**src/rtl/sdspi_pkg.sv**
```systemverilog
// ----------------------------------------------------------------------------
// SD SPI sequencer package
// Shared types, codes and helpers for the SPI-mode card init and block read.
// ----------------------------------------------------------------------------
`default_nettype none

package sdspi_pkg;

    // Request kinds on the input channel.
    localparam logic [1:0] ACT_INIT = 2'd0;
    localparam logic [1:0] ACT_READ = 2'd1;
    localparam logic [1:0] ACT_BYTE = 2'd2;

    // Completion status codes.
    localparam logic [2:0] ST_OK        = 3'd0;
    localparam logic [2:0] ST_RST_TMO   = 3'd1;
    localparam logic [2:0] ST_OPC_TMO   = 3'd2;
    localparam logic [2:0] ST_RESP_TMO  = 3'd3;
    localparam logic [2:0] ST_TOKEN_TMO = 3'd4;

    // Configuration register indexes.
    localparam logic [1:0] CFG_POLL_LIMIT = 2'd0;
    localparam logic [1:0] CFG_OP_RETRIES = 2'd1;
    localparam logic [1:0] CFG_WAKE_BYTES = 2'd2;

    localparam logic [15:0] POLL_LIMIT_RST = 16'h0FFF;
    localparam logic [7:0]  OP_RETRIES_RST = 8'hFF;
    localparam logic [7:0]  WAKE_BYTES_RST = 8'd10;

    // Command bytes and fixed values.
    localparam logic [7:0] CMD0_BYTE   = 8'h40;
    localparam logic [7:0] CMD1_BYTE   = 8'h41;
    localparam logic [7:0] CMD16_BYTE  = 8'h50;
    localparam logic [7:0] CMD17_BYTE  = 8'h51;
    localparam logic [7:0] CRC_CMD0    = 8'h95;
    localparam logic [7:0] CRC_DUMMY   = 8'hFF;
    localparam logic [7:0] IDLE_BYTE   = 8'hFF;
    localparam logic [7:0] R1_IDLE     = 8'h01;
    localparam logic [7:0] R1_READY    = 8'h00;
    localparam logic [7:0] DATA_TOKEN  = 8'hFE;

    typedef enum logic [4:0] {
        PH_IDLE,
        PH_WAKE,
        PH_CMD0,
        PH_POLL0,
        PH_GAPA,
        PH_CMD1,
        PH_POLL1,
        PH_GAPB,
        PH_CMD16,
        PH_POLL16,
        PH_TAILI,
        PH_CMD17,
        PH_POLLR,
        PH_POLLT,
        PH_DATA,
        PH_CRC,
        PH_TAILR
    } phase_t;

    typedef struct packed {
        logic [15:0] poll_limit;
        logic [7:0]  op_cond_retries;
        logic [7:0]  wake_bytes;
    } cfg_t;

    typedef struct packed {
        logic       xfer_req;
        logic [7:0] tx_byte;
        logic       card_select;
        logic       data_valid;
        logic [7:0] data_byte;
        logic       data_last;
        logic       done_res;
        logic [2:0] status;
        logic       busy_res;
    } res_t;

    // One byte of a six-byte command frame: command, argument MSB first, CRC.
    function automatic logic [7:0] frame_byte(
        input logic [7:0]  cmd,
        input logic [31:0] arg,
        input logic [7:0]  crc,
        input logic [2:0]  idx
    );
        logic [7:0] b;
        case (idx)
            3'd0:    b = cmd;
            3'd1:    b = arg[31:24];
            3'd2:    b = arg[23:16];
            3'd3:    b = arg[15:8];
            3'd4:    b = arg[7:0];
            default: b = crc;
        endcase
        return b;
    endfunction

endpackage

`default_nettype wire

```
**src/rtl/sdspi_cfg.sv**
```systemverilog
// ----------------------------------------------------------------------------
// SD SPI configuration registers
// Holds poll limit, CMD1 retry count and wake byte count.
// ----------------------------------------------------------------------------
`default_nettype none

module sdspi_cfg (
    input  wire logic               clk,
    input  wire logic               rst_n,
    input  wire logic               cfg_valid,
    output logic                    cfg_ready,
    input  wire logic [1:0]         cfg_index,
    input  wire logic [15:0]        cfg_data,
    output sdspi_pkg::cfg_t         cfg
);

    sdspi_pkg::cfg_t cfg_reg;

    assign cfg_ready = 1'b1;
    assign cfg       = cfg_reg;

    always_ff @(posedge clk or negedge rst_n)
    begin
        if (!rst_n)
        begin
            cfg_reg.poll_limit      <= sdspi_pkg::POLL_LIMIT_RST;
            cfg_reg.op_cond_retries <= sdspi_pkg::OP_RETRIES_RST;
            cfg_reg.wake_bytes      <= sdspi_pkg::WAKE_BYTES_RST;
        end
        else if (cfg_valid)
        begin
            case (cfg_index)
                sdspi_pkg::CFG_POLL_LIMIT: cfg_reg.poll_limit      <= cfg_data;
                sdspi_pkg::CFG_OP_RETRIES: cfg_reg.op_cond_retries <= cfg_data[7:0];
                sdspi_pkg::CFG_WAKE_BYTES: cfg_reg.wake_bytes      <= cfg_data[7:0];
                default:
                begin
                end
            endcase
        end
    end

endmodule

`default_nettype wire

```
**src/rtl/sdspi_seq.sv**
```systemverilog
// ----------------------------------------------------------------------------
// SD SPI command sequencer
// Phase state and counters, advanced once per accepted request.
// ----------------------------------------------------------------------------
`default_nettype none

module sdspi_seq #(
    parameter int BLOCK_BYTES = 512
) (
    input  wire logic               clk,
    input  wire logic               rst_n,
    input  wire logic               step,
    input  wire logic [1:0]         action,
    input  wire logic [22:0]        block_idx,
    input  wire logic [7:0]         rx_byte,
    input  wire sdspi_pkg::cfg_t    cfg,
    output sdspi_pkg::res_t         res
);

    localparam int BCW_DATA = $clog2(BLOCK_BYTES + 1);
    localparam int BCW      = (BCW_DATA > 8) ? BCW_DATA : 8;

    sdspi_pkg::phase_t phase_reg, phase_next;
    logic [BCW-1:0]    byte_count_reg, byte_count_next;
    logic [15:0]       poll_count_reg, poll_count_next;
    logic [7:0]        retry_count_reg, retry_count_next;
    logic              select_reg, select_next;
    logic [31:0]       byte_address_reg, byte_address_next;

    logic [BCW-1:0]    byte_inc;
    logic [15:0]       poll_inc;
    logic [15:0]       poll_lim;
    logic              poll_out;
    logic [7:0]        retry_inc;
    logic [7:0]        retry_lim;
    logic [7:0]        wake_lim;
    logic              req;
    logic              done;
    logic              dv;
    logic              dl;
    logic [2:0]        st;
    logic [7:0]        tx;

    always_ff @(posedge clk or negedge rst_n)
    begin
        if (!rst_n)
        begin
            phase_reg        <= sdspi_pkg::PH_IDLE;
            byte_count_reg   <= '0;
            poll_count_reg   <= '0;
            retry_count_reg  <= '0;
            select_reg       <= 1'b0;
            byte_address_reg <= '0;
        end
        else if (step)
        begin
            phase_reg        <= phase_next;
            byte_count_reg   <= byte_count_next;
            poll_count_reg   <= poll_count_next;
            retry_count_reg  <= retry_count_next;
            select_reg       <= select_next;
            byte_address_reg <= byte_address_next;
        end
    end

    // A limit register of zero behaves as one.
    always_comb
    begin
        byte_inc  = byte_count_reg + BCW'(1);
        poll_inc  = poll_count_reg + 16'd1;
        retry_inc = retry_count_reg + 8'd1;
        poll_lim  = (cfg.poll_limit == 16'd0) ? 16'd1 : cfg.poll_limit;
        retry_lim = (cfg.op_cond_retries == 8'd0) ? 8'd1 : cfg.op_cond_retries;
        wake_lim  = (cfg.wake_bytes == 8'd0) ? 8'd1 : cfg.wake_bytes;
        poll_out  = (poll_inc >= poll_lim) || (poll_inc == 16'd0);
    end

    always_comb
    begin
        phase_next        = phase_reg;
        byte_count_next   = byte_count_reg;
        poll_count_next   = poll_count_reg;
        retry_count_next  = retry_count_reg;
        select_next       = select_reg;
        byte_address_next = byte_address_reg;
        req  = 1'b0;
        done = 1'b0;
        dv   = 1'b0;
        dl   = 1'b0;
        st   = sdspi_pkg::ST_OK;

        if (action == sdspi_pkg::ACT_INIT || action == sdspi_pkg::ACT_READ)
        begin
            // Starts are ignored while an operation is running.
            if (phase_reg == sdspi_pkg::PH_IDLE)
            begin
                byte_count_next = '0;
                poll_count_next = '0;
                req             = 1'b1;
                if (action == sdspi_pkg::ACT_INIT)
                begin
                    phase_next       = sdspi_pkg::PH_WAKE;
                    retry_count_next = '0;
                    select_next      = 1'b0;
                end
                else
                begin
                    phase_next        = sdspi_pkg::PH_CMD17;
                    byte_address_next = 32'({9'd0, block_idx} * 32'(BLOCK_BYTES));
                    select_next       = 1'b1;
                end
            end
        end
        else if (action == sdspi_pkg::ACT_BYTE && phase_reg != sdspi_pkg::PH_IDLE)
        begin
            case (phase_reg)
                sdspi_pkg::PH_WAKE:
                begin
                    byte_count_next = byte_inc;
                    if (byte_inc >= BCW'(wake_lim))
                    begin
                        phase_next      = sdspi_pkg::PH_CMD0;
                        byte_count_next = '0;
                        poll_count_next = '0;
                        select_next     = 1'b1;
                    end
                end
                sdspi_pkg::PH_CMD0, sdspi_pkg::PH_CMD1,
                sdspi_pkg::PH_CMD16, sdspi_pkg::PH_CMD17:
                begin
                    byte_count_next = byte_inc;
                    if (byte_inc >= BCW'(6))
                    begin
                        byte_count_next = '0;
                        poll_count_next = '0;
                        case (phase_reg)
                            sdspi_pkg::PH_CMD0:  phase_next = sdspi_pkg::PH_POLL0;
                            sdspi_pkg::PH_CMD1:  phase_next = sdspi_pkg::PH_POLL1;
                            sdspi_pkg::PH_CMD16: phase_next = sdspi_pkg::PH_POLL16;
                            default:             phase_next = sdspi_pkg::PH_POLLR;
                        endcase
                    end
                end
                sdspi_pkg::PH_POLL0:
                begin
                    if (rx_byte == sdspi_pkg::R1_IDLE)
                    begin
                        phase_next      = sdspi_pkg::PH_GAPA;
                        byte_count_next = '0;
                        poll_count_next = '0;
                    end
                    else
                    begin
                        poll_count_next = poll_inc;
                        if (poll_out)
                        begin
                            done = 1'b1;
                            st   = sdspi_pkg::ST_RST_TMO;
                        end
                    end
                end
                sdspi_pkg::PH_GAPA, sdspi_pkg::PH_GAPB, sdspi_pkg::PH_TAILI:
                begin
                    // First gap byte goes out selected, the rest deselected.
                    byte_count_next = byte_inc;
                    if (byte_inc == BCW'(1))
                        select_next = 1'b0;
                    if (byte_inc >= BCW'(3))
                    begin
                        if (phase_reg == sdspi_pkg::PH_TAILI)
                        begin
                            done = 1'b1;
                        end
                        else
                        begin
                            select_next     = 1'b1;
                            byte_count_next = '0;
                            poll_count_next = '0;
                            if (phase_reg == sdspi_pkg::PH_GAPA)
                            begin
                                retry_count_next = '0;
                                phase_next       = sdspi_pkg::PH_CMD1;
                            end
                            else
                            begin
                                phase_next = sdspi_pkg::PH_CMD16;
                            end
                        end
                    end
                end
                sdspi_pkg::PH_POLL1:
                begin
                    if (rx_byte == sdspi_pkg::R1_READY)
                    begin
                        phase_next      = sdspi_pkg::PH_GAPB;
                        byte_count_next = '0;
                        poll_count_next = '0;
                    end
                    else
                    begin
                        poll_count_next = poll_inc;
                        if (poll_out)
                        begin
                            retry_count_next = retry_inc;
                            if (retry_inc >= retry_lim || retry_inc == 8'd0)
                            begin
                                done = 1'b1;
                                st   = sdspi_pkg::ST_OPC_TMO;
                            end
                            else
                            begin
                                phase_next      = sdspi_pkg::PH_CMD1;
                                byte_count_next = '0;
                                poll_count_next = '0;
                            end
                        end
                    end
                end
                sdspi_pkg::PH_POLL16:
                begin
                    // A missing CMD16 response does not stop the init.
                    if (rx_byte == sdspi_pkg::R1_READY || poll_out)
                    begin
                        phase_next      = sdspi_pkg::PH_TAILI;
                        byte_count_next = '0;
                        poll_count_next = '0;
                    end
                    else
                    begin
                        poll_count_next = poll_inc;
                    end
                end
                sdspi_pkg::PH_POLLR:
                begin
                    if (rx_byte == sdspi_pkg::R1_READY)
                    begin
                        phase_next      = sdspi_pkg::PH_POLLT;
                        byte_count_next = '0;
                        poll_count_next = '0;
                    end
                    else
                    begin
                        poll_count_next = poll_inc;
                        if (poll_out)
                        begin
                            done = 1'b1;
                            st   = sdspi_pkg::ST_RESP_TMO;
                        end
                    end
                end
                sdspi_pkg::PH_POLLT:
                begin
                    if (rx_byte == sdspi_pkg::DATA_TOKEN)
                    begin
                        phase_next      = sdspi_pkg::PH_DATA;
                        byte_count_next = '0;
                        poll_count_next = '0;
                    end
                    else
                    begin
                        poll_count_next = poll_inc;
                        if (poll_out)
                        begin
                            done = 1'b1;
                            st   = sdspi_pkg::ST_TOKEN_TMO;
                        end
                    end
                end
                sdspi_pkg::PH_DATA:
                begin
                    dv              = 1'b1;
                    byte_count_next = byte_inc;
                    if (byte_inc >= BCW'(BLOCK_BYTES))
                    begin
                        dl              = 1'b1;
                        phase_next      = sdspi_pkg::PH_CRC;
                        byte_count_next = '0;
                        poll_count_next = '0;
                    end
                end
                sdspi_pkg::PH_CRC:
                begin
                    byte_count_next = byte_inc;
                    if (byte_inc >= BCW'(2))
                    begin
                        phase_next      = sdspi_pkg::PH_TAILR;
                        byte_count_next = '0;
                        poll_count_next = '0;
                        select_next     = 1'b0;
                    end
                end
                sdspi_pkg::PH_TAILR:
                begin
                    done = 1'b1;
                end
                default:
                begin
                    done = 1'b1;
                end
            endcase

            if (done)
            begin
                phase_next      = sdspi_pkg::PH_IDLE;
                byte_count_next = '0;
                poll_count_next = '0;
            end
            else
            begin
                req = 1'b1;
            end
        end
    end

    // The byte to send follows the phase and count that this request leaves.
    always_comb
    begin
        case (phase_next)
            sdspi_pkg::PH_CMD0:
                tx = sdspi_pkg::frame_byte(sdspi_pkg::CMD0_BYTE, 32'd0,
                                           sdspi_pkg::CRC_CMD0, byte_count_next[2:0]);
            sdspi_pkg::PH_CMD1:
                tx = sdspi_pkg::frame_byte(sdspi_pkg::CMD1_BYTE, 32'd0,
                                           sdspi_pkg::CRC_DUMMY, byte_count_next[2:0]);
            sdspi_pkg::PH_CMD16:
                tx = sdspi_pkg::frame_byte(sdspi_pkg::CMD16_BYTE, 32'(BLOCK_BYTES),
                                           sdspi_pkg::CRC_DUMMY, byte_count_next[2:0]);
            sdspi_pkg::PH_CMD17:
                tx = sdspi_pkg::frame_byte(sdspi_pkg::CMD17_BYTE, byte_address_next,
                                           sdspi_pkg::CRC_DUMMY, byte_count_next[2:0]);
            default:
                tx = sdspi_pkg::IDLE_BYTE;
        endcase
    end

    always_comb
    begin
        res.xfer_req    = req;
        res.tx_byte     = req ? tx : 8'd0;
        res.card_select = select_next;
        res.data_valid  = dv;
        res.data_byte   = dv ? rx_byte : 8'd0;
        res.data_last   = dl;
        res.done_res    = done;
        res.status      = st;
        res.busy_res    = (phase_next != sdspi_pkg::PH_IDLE);
    end

endmodule

`default_nettype wire

```
**src/rtl/sd_spi_init_and_block_read_top.sv**
```systemverilog
// ----------------------------------------------------------------------------
// SD card SPI-mode init and single block read sequencer
// Drives a byte-wide SPI link: one result request per byte exchange.
// ----------------------------------------------------------------------------
// Usage: send a request with tuser = 0 to start card init, or 1 to start a
// block read (block number in tdata). Each result request with xfer_req set
// asks the link to exchange tx_byte with the given chip-select level; the
// byte received goes back as the next input request with tuser = 2.
// Block data bytes come out with data_valid set; tlast marks the final one.
// done_res with status ends an operation.
// Every input request gives exactly one result request. The result is
// registered in the output register on acceptance; a new request can be
// accepted every cycle, also while the previous result is being taken.
// When the receiver stalls, the output register holds and tready on the
// input drops, so no request is accepted until a result slot frees up.
// Reset returns the sequencer to idle with the card deselected and the
// configuration registers at their defaults. The configuration port takes a
// write every cycle and is meant to be used while the sequencer is idle.
// ----------------------------------------------------------------------------
`default_nettype none

module sd_spi_init_and_block_read_top #(
    parameter int BLOCK_BYTES = 512
) (
    input  wire logic        clk,
    input  wire logic        rst_n,
    input  wire logic        s_axis_tvalid,
    output logic             s_axis_tready,
    input  wire logic [31:0] s_axis_tdata,   // block index[22:0], rx_byte[30:23]
    input  wire logic [1:0]  s_axis_tuser,   // action[1:0]
    output logic             m_axis_tvalid,
    input  wire logic        m_axis_tready,
    output logic [23:0]      m_axis_tdata,   // tx_byte[7:0], card_select[8],
                                             // data_byte[16:9], status[19:17],
                                             // busy_res[20]
    output logic [2:0]       m_axis_tuser,   // xfer_req[0], data_valid[1], done_res[2]
    output logic             m_axis_tlast,   // data_last
    input  wire logic        cfg_valid,
    output logic             cfg_ready,
    input  wire logic [1:0]  cfg_index,
    input  wire logic [15:0] cfg_data
);

    sdspi_pkg::cfg_t cfg;
    sdspi_pkg::res_t res;
    sdspi_pkg::res_t res_reg;
    logic            out_valid_reg;
    logic            step;

    assign s_axis_tready = !out_valid_reg || m_axis_tready;
    assign step          = s_axis_tvalid && s_axis_tready;

    sdspi_cfg u_cfg (
        .clk       (clk),
        .rst_n     (rst_n),
        .cfg_valid (cfg_valid),
        .cfg_ready (cfg_ready),
        .cfg_index (cfg_index),
        .cfg_data  (cfg_data),
        .cfg       (cfg)
    );

    sdspi_seq #(
        .BLOCK_BYTES (BLOCK_BYTES)
    ) u_seq (
        .clk          (clk),
        .rst_n        (rst_n),
        .step         (step),
        .action       (s_axis_tuser),
        .block_idx    (s_axis_tdata[22:0]),
        .rx_byte      (s_axis_tdata[30:23]),
        .cfg          (cfg),
        .res          (res)
    );

    always_ff @(posedge clk or negedge rst_n)
    begin
        if (!rst_n)
        begin
            out_valid_reg <= 1'b0;
        end
        else if (step)
        begin
            out_valid_reg <= 1'b1;
        end
        else if (m_axis_tready)
        begin
            out_valid_reg <= 1'b0;
        end
    end

    always_ff @(posedge clk)
    begin
        if (step)
        begin
            res_reg <= res;
        end
    end

    assign m_axis_tvalid = out_valid_reg;
    assign m_axis_tdata  = {3'd0, res_reg.busy_res, res_reg.status, res_reg.data_byte,
                            res_reg.card_select, res_reg.tx_byte};
    assign m_axis_tuser  = {res_reg.done_res, res_reg.data_valid, res_reg.xfer_req};
    assign m_axis_tlast  = res_reg.data_last;

endmodule

`default_nettype wire
```
**config.mk**
```make
export PLATFORM = sky130hd
export DESIGN_NAME = sd_spi_init_and_block_read_top
export DESIGN_NICKNAME = d
export VERILOG_FILES = /design/src/rtl/sdspi_pkg.sv /design/src/rtl/sdspi_cfg.sv /design/src/rtl/sdspi_seq.sv /design/src/rtl/sd_spi_init_and_block_read_top.sv
export SDC_FILE = /design/constraint.sdc
export NUM_CORES = 1
export LEC_CHECK = 0
export BUFFER_PORTS_ARGS = -buffer_cell sky130_fd_sc_hd__buf_2
export CAP_MARGIN = 20
export CELL_PAD_IN_SITES_DETAIL_PLACEMENT = 1
export CELL_PAD_IN_SITES_GLOBAL_PLACEMENT = 1
export CORE_UTILIZATION = 26
export DETAILED_ROUTE_END_ITERATION = 10
export PLACE_DENSITY = 0.61
export SYNTH_ARGS = -nofsm -noshare
export SYNTH_HDL_FRONTEND = slang
export SYNTH_SLANG_ARGS = --single-unit
```
**constraint.sdc**
```tcl
create_clock -name clk -period 5.5 [get_ports clk]
set_clock_uncertainty 0.2 [all_clocks]
set_input_delay 0.275 -clock clk [delete_from_list [all_inputs] [get_ports clk]]
set_output_delay 0.275 -clock clk [all_outputs]
set_load 0.01 [all_outputs]
```
# Yosys cells after proc, flatten, opt, wreduce, memory -nomap -nowiden
# Cells that the tools add are included.
[word_totals] ff_bits=130 output_inout_bits=31 word_cells=238
[op_classes] add_sub_neg=3 order_cmp=7 n_eq_ne=49 muxes=120 bitwise=2 n_reduce_logical=37
[op_table] cell="$mux 16" count=18
[op_table] cell="$mux 10" count=17
[op_table] cell="$pmux 16 s10" count=1
[op_table] cell="$pmux 10 s10" count=1
[op_table] cell="$mux 32" count=3
[op_table] cell="$mux 8" count=11
[op_table] cell="$mux 5" count=17
[op_table] cell="$eq 5x4->1 const B" count=10
[op_table] cell="$pmux 5 s10" count=1
[op_table] cell="$pmux 8 s2" count=3
[op_table] cell="$pmux 8 s5" count=1
[op_table] cell="$ne 4x1->1 const B" count=9
[op_table] cell="$logic_not 16->1" count=2
[op_table] cell="$logic_not 8->1" count=4
[op_table] cell="$pmux 8 s4" count=1
[op_table] cell="$mux 1" count=31
[op_table] cell="$reduce_and 10->1" count=3
[op_table] cell="$eq 5x3->1 const B" count=5
[op_table] cell="$pmux 8 s3" count=1
[op_table] cell="$ge 10x2->1 const B" count=2
[op_table] cell="$mux 3" count=6
[op_table] cell="$add 16x1->16 const B" count=1
[op_table] cell="$ge 16x16->1" count=1
[op_table] cell="$eq 5x2->1 const B" count=3
[op_table] cell="44 further kinds" count=66

# Logic depth before layout (Yosys ltp)
# Gate-level depths: netlist of run 1.
[depth] depth_word=17 mapped_depth=21 mapped_depth_nobuf=18

# Modules after synthesis
# A second synthesis of run 1 with hierarchy kept.
[hier_totals] hier_cells=943 area_unflattened_um2=8792.2
[modules_own_cells] mod="sdspi_seq" n_inst=1 cells_each=840 area_per_inst_um2=6716.4
[modules_own_cells] mod="sdspi_cfg" n_inst=1 cells_each=70 area_per_inst_um2=1244.9
[modules_own_cells] mod="sd_spi_init_and_block_read_top" n_inst=1 cells_each=33 area_per_inst_um2=830.8

# Least setup slack after synthesis of run 1
# No wires, ideal clock.
[synth_timing] path_kind="register to register" from="reg u_seq.poll_count_reg[0]" to="reg res_reg, in the netlist m_axis_tdata[2] (data pin)" setup_ps=271 t_arrival_ps=4282 t_required_ps=5029 setup_slack_ps=747 path_stages_with_launch=19 synth_period_minus_slack_ps=4753 path_cell_list="dfrtp_1 ha_1 nand2_1 nor2_1 and4_1 xor2_1 ha_1 and4_1 a221o_1 a311oi_1 nor2_1 o31ai_2 and2_4 o32ai_4 buf_2 or4b_1 o211ai_1 a31o_2 a21oi_1"
[synth_between] elab_chain_len=15 word_cells_on_any_way=47 classes_between="add/sub (1); order compare (1); eq/ne (8); mux (31); reduce/logical (6)"
[synth_rtl] element="start: declaration" line_no="sdspi_seq.sv:25" source="logic [15:0] poll_count_reg, poll_count_next;"
[synth_rtl] element="start signal: assignment" line_no="sdspi_seq.sv:59" source="poll_count_reg <= poll_count_next;"
[synth_rtl] element="$add 16x1->16 *" line_no="sdspi_seq.sv:70" source="poll_inc = poll_count_reg + 16'd1;"
[synth_rtl] element="$ge 16x16->1 / $logic_not 16->1 (equally long branches)" line_no="sdspi_seq.sv:75" source="poll_out = (poll_inc >= poll_lim) || (poll_inc == 16'd0);"
[synth_rtl] element="$logic_or 1x1->1 *" line_no="sdspi_seq.sv:75"
[synth_rtl] element="$mux 1, on equally long branches (2 in a row)"
[synth_rtl] element="$pmux 1 s6" line_no="sdspi_seq.sv:116" source="case (phase_reg)"
[synth_rtl] element="$mux 1" line_no="sdspi_seq.sv:114" source="else if (action == sdspi_pkg::ACT_BYTE && phase_reg != sdspi_pkg::PH_IDLE)"
[synth_rtl] element="$mux 1" line_no="sdspi_seq.sv:92" source="if (action == sdspi_pkg::ACT_INIT || action == sdspi_pkg::ACT_READ)"
[synth_rtl] element="$mux 10" line_no="sdspi_seq.sv:302" source="if (done)"
[synth_rtl] element="$mux 10" line_no="sdspi_seq.sv:114"
[synth_rtl] element="$mux 10" line_no="sdspi_seq.sv:92"
[synth_rtl] element="$eq 3x1->1 (tied with other cells)" line_no="sdspi_pkg.sv:88" source="case (idx)"
[synth_rtl] element="$reduce_or 3->1 (no source line) / $reduce_or 4->1 (equally long branches)"
[synth_rtl] element="$pmux 8 s3 / $pmux 8 s2 (equally long branches)" line_no="sdspi_pkg.sv:88"
[synth_rtl] element="$pmux 8 s4" line_no="sdspi_seq.sv:318" source="case (phase_next)"
[synth_rtl] element="end signal: assignment" line_no="sd_spi_init_and_block_read_top.sv:96" source="res_reg <= res;"
[synth_rtl] element="end: declaration" line_no="sd_spi_init_and_block_read_top.sv:46" source="sdspi_pkg::res_t res_reg;"
# Mark *: on every way between the ends. The rest lies on a longest branch, timed or not. The select of a mux whose other input is x is not followed.
# A chain may end at the register's enable or synchronous reset.

# Worst setup path after layout of run 1
[layout_timing] from="reg u_seq.poll_count_reg[0]" to="reg res_reg, in the netlist m_axis_tdata[7] (data pin)"
# The elaborated chain is that of the path after synthesis.

==> results of run 1 <==
## power by group through the flow
stage	clock, mW	combinational [mW]	sequential (mW)
2_1_floorplan	0	1.31	1.32
3_3_place_gp	0	1.85	1.35
6_report	1.14	1.92	1.35
5_1_grt	1.22	2.12	1.37
4_1_cts	1.18	1.92	1.34
3_5_place_dp	0	1.87	1.36
## synthesized netlist by cell type (4+ instances only)
cell type	number	area, um^2
edfxtp_1	25	750.7
and2_1	11	68.82
dfrtp_1	83	2077
a31oi_1	6	37.54
xnor2_1	16	140.1
inv_1	48	180.2
mux2i_1	8	80.08
o211ai_1	7	52.55
dfstp_2	22	578.1
or2_2	8	50.05
nand2_1	109	409.1
nor4_1	13	81.33
clkbuf_1	31	116.4
a21oi_1	48	240.2
and4_1	4	35.03
buf_2	15	75.07
a31o_2	4	35.03
a211oi_1	7	52.55
xor2_1	16	140.1
nand4_1	15	93.84
ha_1	38	475.5
buf_4	9	67.56
and3_1	20	125.1
o31ai_1	16	120.1
nor2b_1	15	93.84
nand2b_1	19	118.9
or4_1	4	30.03
nor3_1	20	100.1
a21o_1	6	45.04
o21ai_0	79	395.4
nand3_1	23	115.1
o21a_1	5	37.54
a211o_1	4	35.03
mux2_2	43	484.2
or3_1	5	31.28
nor2_1	69	259.0
o221ai_1	5	43.79
nand3b_1	5	37.54
## routing by layer
layer	part of all wire	up-vias	track usage
met1	0.47	3751	0.2109
met5	0	-	0
met2	0.48	111	0.2644
li1	-	3729	-
met3	0.029	30	0.02733
met4	0.019	0	0.05355
## final cells by class
class / instances / area [um^2]
Fill cell: 3789 / 22010
Multi-Input combinational cell: 727 / 4872
Sequential cell: 130 / 3406
Timing Repair Buffer: 165 / 1171
Tap cell: 442 / 553.0
Clock buffer: 25 / 525.5
Inverter: 48 / 180.2
Clock inverter: 7 / 68.82
## final timing paths
kind	start	slack (ns)	to
min in group asynchronous	rst_n	0.28	u_cfg.cfg[31]$_DFFE_PN0P_
setup / recovery	u_seq.poll_count_reg[0]$_DFFE_PN0P_	0.36	m_axis_tdata[7]$_SDFFCE_PN0P_
max in group asynchronous	rst_n	3.67	u_seq.byte_address_reg[11]$_DFFE_PN0P_
hold / removal	s_axis_tdata[23]	0.06	m_axis_tdata[9]$_SDFFCE_PN0P_
setup reg to reg	u_seq.poll_count_reg[0]$_DFFE_PN0P_	0.36	m_axis_tdata[7]$_SDFFCE_PN0P_
hold reg to reg	u_seq.byte_address_reg[6]$_DFFE_PN0P_	0.30	u_seq.byte_address_reg[6]$_DFFE_PN0P_
## repair_timing
action / 4_1_cts / 5_1_grt
buffers inserted: 0 / 0
endpoints found under the setup margin: 0 / 6
hold buffers: 49 / 0
endpoints found under the hold margin: 101 / 0
resized for setup: 0 / 2
## through the flow
stage | worst slack [ns] | power (mW) | hold WS, ns | instances | cell area, um^2
2_1_floorplan | 0.7474 | 2.632 | -0.2206 | 963 | 8720
3_3_place_gp | 0.3209 | 3.203 | 0.2364 | 1463 | 9683
3_5_place_dp | 0.2824 | 3.233 | 0.2382 | 1463 | 9683
4_1_cts | 0.2653 | 4.439 | 0.04210 | 1544 | 10770
5_1_grt | 0.0003446 | 4.706 | 0.05348 | 1544 | 10780
6_report | 0.3647 | 4.408 | 0.05828 | 1544 | 10780
## logic make-up after synthesis
| group | after synthesis | synth area share |
|---|---|---|
| buffers and inverters | 106 | 0.05256 |
| muxes | 52 | 0.06606 |
| xor gates and xnor gates | 32 | 0.03217 |
| and+or+nand+nor | 367 | 0.2206 |
| DFF | 130 | 0.3909 |
| adders and majority gates | 38 | 0.05457 |
| other | 2 | 0.0008620 |
| AOI/OAI and AO/OA | 234 | 0.1823 |
## worst reg2reg max path, delay by kind of cell (launching register included)
| family | cells | cell delay [ns] |
|---|---|---|
| XOR/XNOR | 1 | 0.26 |
| flip-flops | 1 | 0.42 |
| AND/OR/NAND/NOR | 7 | 1.64 |
| buffers and inverters | 2 | 0.36 |
| AO/OA/AOI/OAI | 7 | 1.51 |
| adder cells (fa/ha/maj) | 2 | 0.49 |
## layout by cell type (no fill, tap or decap), types with 11 or more instances in the layout
master and count:
mux2_2 43, nand2b_1 19, dlygate4sd3_1 49, nor2_1 67, xor2_1 16, dfrtp_1 83, nand3_1 23, edfxtp_1 25
and2_1 11, inv_1 48, nor4_1 12, and3_1 20, o31ai_1 16, o21ai_0 79, a21oi_1 48, nor3_1 20
dfstp_2 22, nand2_1 109, buf_2 81, buf_4 34, ha_1 38, nand4_1 15, clkbuf_16 17, xnor2_1 16
nor2b_1 15
==> flow_metrics.tcl, run 1 <==
set metrics [dict create \
    ir_drop_mv 0.2161 \
    place_hpwl_um 19030 \
    ys_types 90 \
    min_period_ns 5.135 \
    grt_max_degree 62 \
    critPathKind "register to register" \
    max_stage_delay_ns 0.55 \
    drc 0 \
    critPathArrivalTime_ns 5.11 \
    synth_ff_type "dfrtp_1" \
    pwr_density_cell_mw_per_mm2 409.1 \
    hp-class "input port to register" \
    fin_util 0.3287 \
    intPower_mw 2.705 \
    crit_chain "ha_1 -> nand2_1 -> nor2_2 -> and4_1 -> xor2_1 -> ha_1 -> and4_1 -> a221o_1 -> a311oi_1 -> buf_4 -> nor2_1 -> o31ai_2 -> buf_4 -> and2_4 -> o32ai_4 -> or4b_1 -> o211ai_1 -> a31o_2 -> a21oi_1" \
    numCtsBuffers 17 \
    p_sw_mw 1.704 \
    r2r_cells 19 \
    crit_path_end_kind "register" \
    portBuffers 82 \
    clockBufferDepth 2 \
    slew_violations 0 \
    drive_above_1_share 0.2260 \
    synth_cells 961 \
    synth_enable_flop_cells 25 \
    rsz0062_at_grt "false" \
    dieArea_mm2 0.03424 \
    netSwitchingFraction 0.3865 \
    clock_latency_ns 0.43 \
    avgSynthCellArea_um2 9.066 \
    cap_viol_max_count 0 \
    critPathTopFamily "simple AND/OR/NAND/NOR gates" \
    io_pins 88 \
    crit_fanout 8 \
    nets 1184 \
    path_buf_inv 2 \
    grt_pass1_vias 7969 \
    core_mm2 0.03278 \
    grt_use_total 0.1602 \
    cts.sinks 130 \
    clkSlewWorstSetupHoldPaths_ns 0.06 \
    finalSetupViolCount 0 \
    critPathLaunchType "register" \
    grt_remaining_overflow 0 \
    pwr-share-clk 0.259 \
    gp_congestion 0.8976 \
    fp.dieW_um 185.1 \
    start_util 0.2657 \
    cp.required_ns 5.48 \
    cp_num_cells 19 \
    antenna_found_initial 0 \
    max_freq_ghz 0.1947 \
    finalHoldViolCount 0 \
    synth-seq-cells 130 \
    htree_num_levels 4 \
    die_y_um 185.1 \
    power_leakage_nw 4.717 \
    grt_pass1_wl_um 42750 \
    cts_tree "built" \
    postSynth.asyncResetShare 0.8077 \
    ys_seq_area_frac 0.3909 \
    run_status "complete, no violations" \
    worst_pin_slew_ns 0.8481 \
    final.period_utilization 0.9337 \
    min_delay_path_depth 2 \
    setup_tns_ns 0 \
    power_frac_seq 0.305 \
    diodes 0 \
    via_count 7621 \
    synth_warnings 0 \
    wl_um 26030 \
    wire_per_inst_um 16.86 \
    slew_headroom 0.4346 \
    synth_area_mm2 0.008712 \
    via_per_inst 4.936 \
    drt_iter0_markers 420 \
    area_delta_synth_final_pct 23.70 \
    cpMaxStageDelayCell "or4b_1" \
    cts_root_buf "clkbuf_16" \
    dr.pass1.iters 4 \
    num_rows 66 \
    pwr-share-comb 0.435 \
    ant_nets 0 \
]
(Power assumes the default switching activity.)
==> inputs of run 2 (changes only) <==
- ABC_AREA: default -> 1
- PLACE_DENSITY: 0.61 -> 0.63
==> run 2 against run 1 <==
Power is 7.3% lower. Synthesized cell count grew 30%. Register-to-register slack better by 0.34 ns. Routed wire length is 0.98% higher. Clock-buffer cell count decreased by 6. Critical path type unchanged. Largest cell class unchanged.
==> flow_metrics.tcl, run 2 <==
set metrics [dict create \
    run_status "complete, no violations" \
    via_count 8346 \
    postSynth.asyncResetShare 0.8077 \
    yosysTopAreaCell "dfrtp_1" \
    slew_headroom 0.3901 \
    crit_path_end_kind "register" \
    setup_ws_ns 0.7092 \
    postCtsSetupBuffers 0 \
    numCtsBuffers 17 \
    start_util 0.2668 \
    area_delta_synth_final_pct 22.07 \
    cp.required_ns 5.49 \
    finalSetupViolCount 0 \
    clock_latency_ns 0.45 \
    max_freq_ghz 0.2087 \
    diodes 0 \
    finalHoldViolCount 0 \
    setup_tns_ns 0 \
    fp.dieW_um 185.6 \
    cts_tree "built" \
    min_period_ns 4.791 \
    cts_root_buf "clkbuf_16" \
    grt_pass1_vias 8706 \
    power_leakage_nw 5.442 \
    grt_pass1_wl_um 43610 \
    muxShareOfSynthArea 0 \
    clockBufferDepth 2 \
    avgSynthCellArea_um2 7.026 \
    worst_pin_slew_ns 0.9126 \
    antenna_found_initial 0 \
    ys_types 48 \
    wire_per_inst_um 14.34 \
    drt_iter0_markers 326 \
    die_y_um 185.6 \
    grt_remaining_overflow 0 \
    ys_seq_area_frac 0.3884 \
    synthTopCellsByArea "dfrtp_1 (24%), nand2_1 (14%), inv_1 (8.6%)" \
    synth_cells 1248 \
    core_mm2 0.03287 \
    hp-class "input port to register" \
    io_pins 88 \
    yosys.area_share.simple 0.3303 \
    ir_drop_mv 0.2302 \
    whs_ns 0.03088 \
    cts.sinks 130 \
    dieArea_mm2 0.03446 \
    crit_fanout 8 \
    final_cell_mix "nand2_1 (336), inv_1 (201), nor2_1 (143), o21ai_0 (115), dfrtp_1 (83)" \
    yosys-top-cells-count "nand2_1 (336), inv_1 (201), nor2_1 (143), o21ai_0 (115), dfrtp_1 (83)" \
    final.period_utilization 0.8711 \
    cap_viol_max_count 0 \
    synth_warnings 0 \
    drc 0 \
    final_common_cell "nand2_1" \
    place_hpwl_um 19570 \
    rsz0062_at_grt "false" \
    nets 1473 \
    slew_violations 0 \
    drive_above_1_share 0.1387 \
    pwr_density_cell_mw_per_mm2 381.6 \
    critPathArrivalTime_ns 4.79 \
    synth_top_family_by_area "simple AND/OR/NAND/NOR gates" \
    critPathKind "register to register" \
    fin_util 0.3257 \
    max_stage_delay_ns 0.47 \
    num_rows 66 \
    grt_max_degree 56 \
    htree_num_levels 4 \
    synth_most_common_cell "nand2_1" \
    wl_um 26280 \
    grt_use_total 0.1621 \
    synth_enable_flop_cells 25 \
    yosys.area_share.adder 0.05422 \
    via_per_inst 4.553 \
    gp_congestion 0.8746 \
    portBuffers 82 \
    synth_compound_area_frac 0.1187 \
    synth-seq-cells 130 \
    clkSlewWorstSetupHoldPaths_ns 0.06 \
    cts-resized-gates 0 \
    ant_nets 0 \
    cpMaxStageDelayCell "nor2_1" \
    place_ws_ns 0.6894 \
    synth_ff_type "dfrtp_1" \
    dr.pass1.iters 5 \
    synth_top_area_frac 0.2369 \
    synth_area_mm2 0.008768 \
    synthXorXnorAreaFrac 0.0009989 \
    critPathLaunchType "register" \
]
==> run 2: repair_timing <==
item,4_1_cts,5_1_grt
endpoints found under the setup margin,0,0
hold buffers,47,0
hold endpoints to repair,88,0
==> run 2: worst paths after layout <==
path                       slack, ns  cells after the start                             startpoint                               endpoint
min                             0.03                      3                            cfg_data[5]               u_cfg.cfg[5]$_DFFE_PN0P_
min in group asynchronous       0.24                      2                                  rst_n              u_cfg.cfg[29]$_DFFE_PN0P_
min reg2reg                     0.27                      2  u_seq.byte_address_reg[3]$_DFFE_PN0P_  u_seq.byte_address_reg[3]$_DFFE_PN0P_
max                             0.71                     29    u_seq.poll_count_reg[0]$_DFFE_PN0P_          m_axis_tdata[6]$_SDFFCE_PN0P_
max reg2reg                     0.71                     29    u_seq.poll_count_reg[0]$_DFFE_PN0P_          m_axis_tdata[6]$_SDFFCE_PN0P_
max in group asynchronous       3.70                      3                                  rst_n         u_seq.phase_reg[1]$_DFFE_PN0P_
==> run 2: critical path: cells and delay by family (launching register included) <==
family / cells / cell delay, ns
buffers and inverters: 2 / 0.13
and+or+nand+nor: 22 / 2.70
adders and majority gates: 2 / 0.58
DFF: 1 / 0.45
AOI/OAI and AO/OA: 3 / 0.47
==> run 2: layer usage <==
| metal | vias to the layer above | global-route usage | wire [um] |
|---|---|---|---|
| met5 | - | 0 | 0 |
| li1 | 4267 | - | - |
| met4 | 0 | 0.05148 | 441 |
| met1 | 3954 | 0.2073 | 12580 |
| met3 | 29 | 0.02817 | 649 |
| met2 | 96 | 0.2760 | 12610 |
==> run 2: cell families (layout without fill, tap and decap cells) <==
logic type	Yosys count	in the layout
adder cells (fa/ha/maj)	38	38
flip-flops	130	130
buffers and inverters	241	382
AO/OA/AOI/OAI	187	187
other	2	4
AND/OR/NAND/NOR	649	649
XOR/XNOR	1	1
==> run 2: cell type report <==
class                           instances  area [um^2]
Tap cell                              442        553.0
Clock buffer                           19        432.9
Sequential cell                       130         3406
Multi-Input combinational cell        879         4437
Inverter                              213        804.5
Timing Repair Buffer                  137        943.4
Fill cell                            4170        22160
Clock inverter                         13        127.6
==> run 2: through the flow <==
step,cells,power (mW),cell area [um^2]
floorplan,1250,2.482,8776
global placement,1754,2.919,9673
detailed placement,1754,2.967,9673
CTS,1833,4.146,10700
global route,1833,4.427,10700
finish,1833,4.085,10700
==> run 2: where the power goes <==
| part | total (mW) | internal [mW] | switching, mW |
|---|---|---|---|
| Clock | 1.13 | 0.630 | 0.496 |
| Combinational | 1.59 | 0.535 | 1.06 |
| Sequential | 1.37 | 1.20 | 0.166 |
| Total | 4.09 | 2.37 | 1.72 |
